File: src/hw/rtl/ps2mf_pkg.sv
package ps2mf_pkg;

    // Default number of ring slots; one slot always stays free.
    localparam int QUEUE_DEPTH_DEF = 256;

    // Packed event layout: buttons [2:0], x_move [11:3], y_move [21:12].
    localparam int BUTTONS_W = 3;
    localparam int X_MOVE_W  = 9;
    localparam int Y_MOVE_W  = 10;
    localparam int EVENT_W   = BUTTONS_W + X_MOVE_W + Y_MOVE_W;
    localparam int LEFT_W    = 8;
    localparam int BYTE_W    = 8;
    localparam int OUT_DATA_W = ((EVENT_W + LEFT_W + 7) / 8) * 8;

    // Header bits of a PS/2 mouse packet.
    localparam int HDR_SYNC_BIT  = 3;
    localparam int HDR_XSIGN_BIT = 4;
    localparam int HDR_YSIGN_BIT = 5;

    // Command codes carried in the input tuser.
    localparam logic CMD_RX_BYTE = 1'b0;
    localparam logic CMD_READ    = 1'b1;

    typedef enum logic [2:0] {
        ST_HEADER = 3'b001,
        ST_X      = 3'b010,
        ST_Y      = 3'b100
    } t_stage;

    typedef struct packed {
        logic               valid;
        logic [EVENT_W-1:0] event_data;
    } t_push;

endpackage

File: src/hw/rtl/ps2mf_pkt.sv
module ps2mf_pkt (
    input  logic                          i_clk,
    input  logic                          i_rst_n,
    input  logic                          i_byte_valid,
    input  logic [ps2mf_pkg::BYTE_W-1:0]  i_byte,
    output ps2mf_pkg::t_push              o_push
);

    ps2mf_pkg::t_stage               r_stage, n_stage;
    logic [ps2mf_pkg::BYTE_W-1:0]    r_header, n_header;
    logic [ps2mf_pkg::BYTE_W-1:0]    r_x_byte, n_x_byte;
    logic [ps2mf_pkg::X_MOVE_W-1:0]  x_move;
    logic [ps2mf_pkg::Y_MOVE_W-1:0]  y_raw;
    logic [ps2mf_pkg::Y_MOVE_W-1:0]  y_move;

    // X is the byte with the header sign on top; Y is sign-extended to ten
    // bits and negated so that upward motion becomes a negative screen step.
    assign x_move = {r_header[ps2mf_pkg::HDR_XSIGN_BIT], r_x_byte};
    assign y_raw  = {{2{r_header[ps2mf_pkg::HDR_YSIGN_BIT]}}, i_byte};
    assign y_move = ps2mf_pkg::Y_MOVE_W'(~y_raw + 1'b1);

    always_comb begin
        n_stage         = r_stage;
        n_header        = r_header;
        n_x_byte        = r_x_byte;
        o_push.valid      = 1'b0;
        o_push.event_data = {y_move, x_move, r_header[ps2mf_pkg::BUTTONS_W-1:0]};
        if (i_byte_valid) begin
            case (r_stage)
                ps2mf_pkg::ST_X: begin
                    n_x_byte = i_byte;
                    n_stage  = ps2mf_pkg::ST_Y;
                end
                ps2mf_pkg::ST_Y: begin
                    o_push.valid = 1'b1;
                    n_stage      = ps2mf_pkg::ST_HEADER;
                end
                default: begin
                    // A header without the sync bit is dropped.
                    if (i_byte[ps2mf_pkg::HDR_SYNC_BIT]) begin
                        n_header = i_byte;
                        n_stage  = ps2mf_pkg::ST_X;
                    end else begin
                        n_stage  = ps2mf_pkg::ST_HEADER;
                    end
                end
            endcase
        end
    end

    always_ff @(posedge i_clk) begin
        if (!i_rst_n) begin
            r_stage <= ps2mf_pkg::ST_HEADER;
        end else begin
            r_stage <= n_stage;
        end
        r_header <= n_header;
        r_x_byte <= n_x_byte;
    end

endmodule

File: config.mk
export PLATFORM = sky130hd
export DESIGN_NAME = ps2mf_pkt
export DESIGN_NICKNAME = d
export VERILOG_FILES = /design/src/hw/rtl/ps2mf_pkg.sv /design/src/hw/rtl/ps2mf_pkt.sv
export SDC_FILE = /design/constraint.sdc
export NUM_CORES = 1
export LEC_CHECK = 0
export BUFFER_PORTS_ARGS = -buffer_cell sky130_fd_sc_hd__buf_2
export CORE_MARGIN = 2
export CORE_UTILIZATION = 28
export DETAILED_ROUTE_END_ITERATION = 10
export PLACE_DENSITY = 0.5
export SLEW_MARGIN = 20
export SYNTH_ARGS = -nofsm -noshare
export SYNTH_HDL_FRONTEND = slang
export SYNTH_SLANG_ARGS = --single-unit
File: constraint.sdc
create_clock -name i_clk -period 2.3 [get_ports i_clk]
set_input_delay 0.115 -clock i_clk [delete_from_list [all_inputs] [get_ports i_clk]]
set_output_delay 0.115 -clock i_clk [all_outputs]
set_load 0.02 [all_outputs]
==> impl_metrics.yaml <==
outcome:
  outcome: "completed"
clock_tree:
  cts_buffers: 3
  cts_tree: "built"
  clkSinkCount: 16
  cts_buffer_depth: 2
  clockRootBuffer: "clkbuf_4"
  cts.repair.resized: 0
  cts_setup_buffers: 0
  insertion_delay_ps: 280
  holdBufCountCts: 0
  path_clk_slew_ps: 90
  h-tree-depth: 1
route:
  vias: 557
  ant_nets: 0
  first_pass_iters: 2
  avgViaCountPerCell: 4.528
  wl_per_cell_um: 11.54
  routed_wl_um: 1419
  drt-initial-drc-count: 12
  drc: 0
setup_path:
  critPathLaunchType: "input port"
  cp_slowest_cell: "or4b_1"
  crit_type: "in2out"
  cp.required_ps: 2180
  critical_path_buf_inv_count: 3
  path_cells: "buf_2 -> inv_1 -> ha_1 -> or4b_1 -> nor4_1 -> xnor2_1 -> buf_2"
  end_kind: "output pin"
  crit_family: "simple AND/OR/NAND/NOR gates"
  arrival_ps: 1560
  slowest_delay_ps: 470
  crit_top_cell: "buf_2"
  cp_max_fo: 6
synth:
  synth-main-ff-cell: "edfxtp_1"
  synth_top_family_by_area: "simple AND/OR/NAND/NOR gates"
  synth-seq-cells: 16
  avgSynthCellArea_um2: 12.35
  yosysUniqueCellTypes: 23
  synthSimpleGateAreaFrac: 0.1470
  syn-cell-area_um2: 740.7
  synth_xor_area_frac: 0.09459
  synth_most_common_cell: "edfxtp_1"
  synth_top_area_share: 0.5270
  synth_cells: 60
  synth_compound_area_frac: 0.06250
  yosys.area_share.adder: 0.01689
  ys_seq_area_frac: 0.6081
  synth_fp_nets: 72
  ys_top_cells_by_count: "edfxtp_1, xnor2_1, nor2_1"
  yosysWarnings: 0
  synth_edf_count: 13
  synth_area_leaders: "edfxtp_1, xnor2_1, dfxtp_1"
  synthArstFlopShare: 0
  synth.area.mux_share: 0
  yosys.area.top_type: "edfxtp_1"
cells_and_area:
  syn_to_final_growth_pct: 26.86
  layout.nets: 106
  num-fill-cells: 262
  antenna_cells: 0
  drive_above_1_share: 0.4194
pwr:
  ir_drop_mv: 0.2883
  p_per_area_nw_per_um2: 602.0
  p_leak_nw: 0.3789
floorplanning:
  core_um2: 2500
  die_x_um: 55.44
  io-pin-count: 34
  die_area_um2: 3073
  fp.dieH_um: 55.44
  initial_core_util: 0.2963
  num_rows: 18
global_route:
  track_usage: 0.1007
  grt_start_max_net_pins: 10
  overflow: 0
  grt_pass1_wl_um: 2394
  antenna_found_initial: 0
  grt_pass1_vias: 541
placement:
  dp_hpwl_um: 1119
  gp_congestion: 0.7190
  port_buffers: 33
sta:
  finalCritPeriodShare: 0.7271
  hold_ws_ps: 27.84
  slew_headroom: 0.6157
  grt_setup_unrepaired: "no"
  setup_viol: 0
  maxSlewViolCount: 0
  fmax_mhz: 598.0
  worst_slew_pin_slew_ps: 575.2
  finClkSkew_ps: 3.157
  hold_viol: 0
  tns_ps: 0
  fin_crit_ps: 1672
run:
  cap_viol_max_count: 0
worst_hold_path:
  hp-class: "in2reg"
## worst paths after layout
kind / startpoint / slack [ps] / end / cells after the start
setup / recovery: i_byte[0] / 630 / o_push[20] / 7
hold / removal: i_rst_n / 30 / r_stage[0]$_SDFFE_PN1P_ / 2
setup reg to reg: r_stage[0]$_SDFFE_PN1P_ / 690 / r_x_byte[6]$_DFFE_PP_ / 3
hold reg to reg: r_stage[1]$_SDFFE_PN0P_ / 570 / r_stage[1]$_SDFFE_PN0P_ / 2
## per-stage QoR
| stage | std cells | area, µm² | total power, W | setup slack [ps] | utilization |
|---|---|---|---|---|---|
| floorplan | 60 | 740.7 | 0.0003893 | 688.2 | - |
| global placement | 119 | 913.4 | 0.0004239 | 646.3 | 0.3654 |
| detailed placement | 119 | 913.4 | 0.0004248 | 619.8 | 0.3654 |
| CTS | 123 | 939.7 | 0.0005754 | 619.8 | 0.3759 |
| global route | 123 | 939.7 | 0.0005976 | 446.2 | 0.3759 |
| finish | 123 | 939.7 | 0.0005657 | 627.7 | 0.3759 |
## cells in the final DEF, fill, tap and decap left out, types with 2 or more instances in the layout
cell type  count
inv_1          4
nand2b_1       2
a21oi_1        3
nor3b_1        2
buf_2         33
dfxtp_1        3
nand2_1        2
clkbuf_4       3
edfxtp_1      13
nor2_1         6
xnor2_1        7
## state kept, by name (all words and copies together) (netlist names)
name,flops
r_x_byte,8
r_stage,3
r_header,5
## logic make-up after synthesis
kind of cell	count (synthesis)
compound gates	8
flops	16
buf+inv	9
xor+xnor	8
fa+ha+maj	1
simple gates	18
## final cells by class
class / instances / area, µm² / area share
Tap cell: 30 / 37.54 / 0.03995
Inverter: 4 / 15.01 / 0.01598
Multi-Input combinational cell: 35 / 237.7 / 0.2530
Timing Repair Buffer: 34 / 172.7 / 0.1838
Clock buffer: 3 / 22.52 / 0.02397
Clock inverter: 1 / 3.754 / 0.003995
Sequential cell: 16 / 450.4 / 0.4794
## power by group
part / internal (W) / switching [W]
clock: 0.0000629 / 0.0000862
sequential: 0.000323 / 0.00000552
combinational: 0.0000330 / 0.0000552
## routing by layer
layer	up-vias	GRT usage	part of all wire
met1	259	0.1121	0.40
met3	2	0.04450	0.073
met4	0	0.03136	0.011
li1	275	-	-
met5	-	0	0
met2	21	0.1718	0.51
Power figures use the tool's default switching activity.
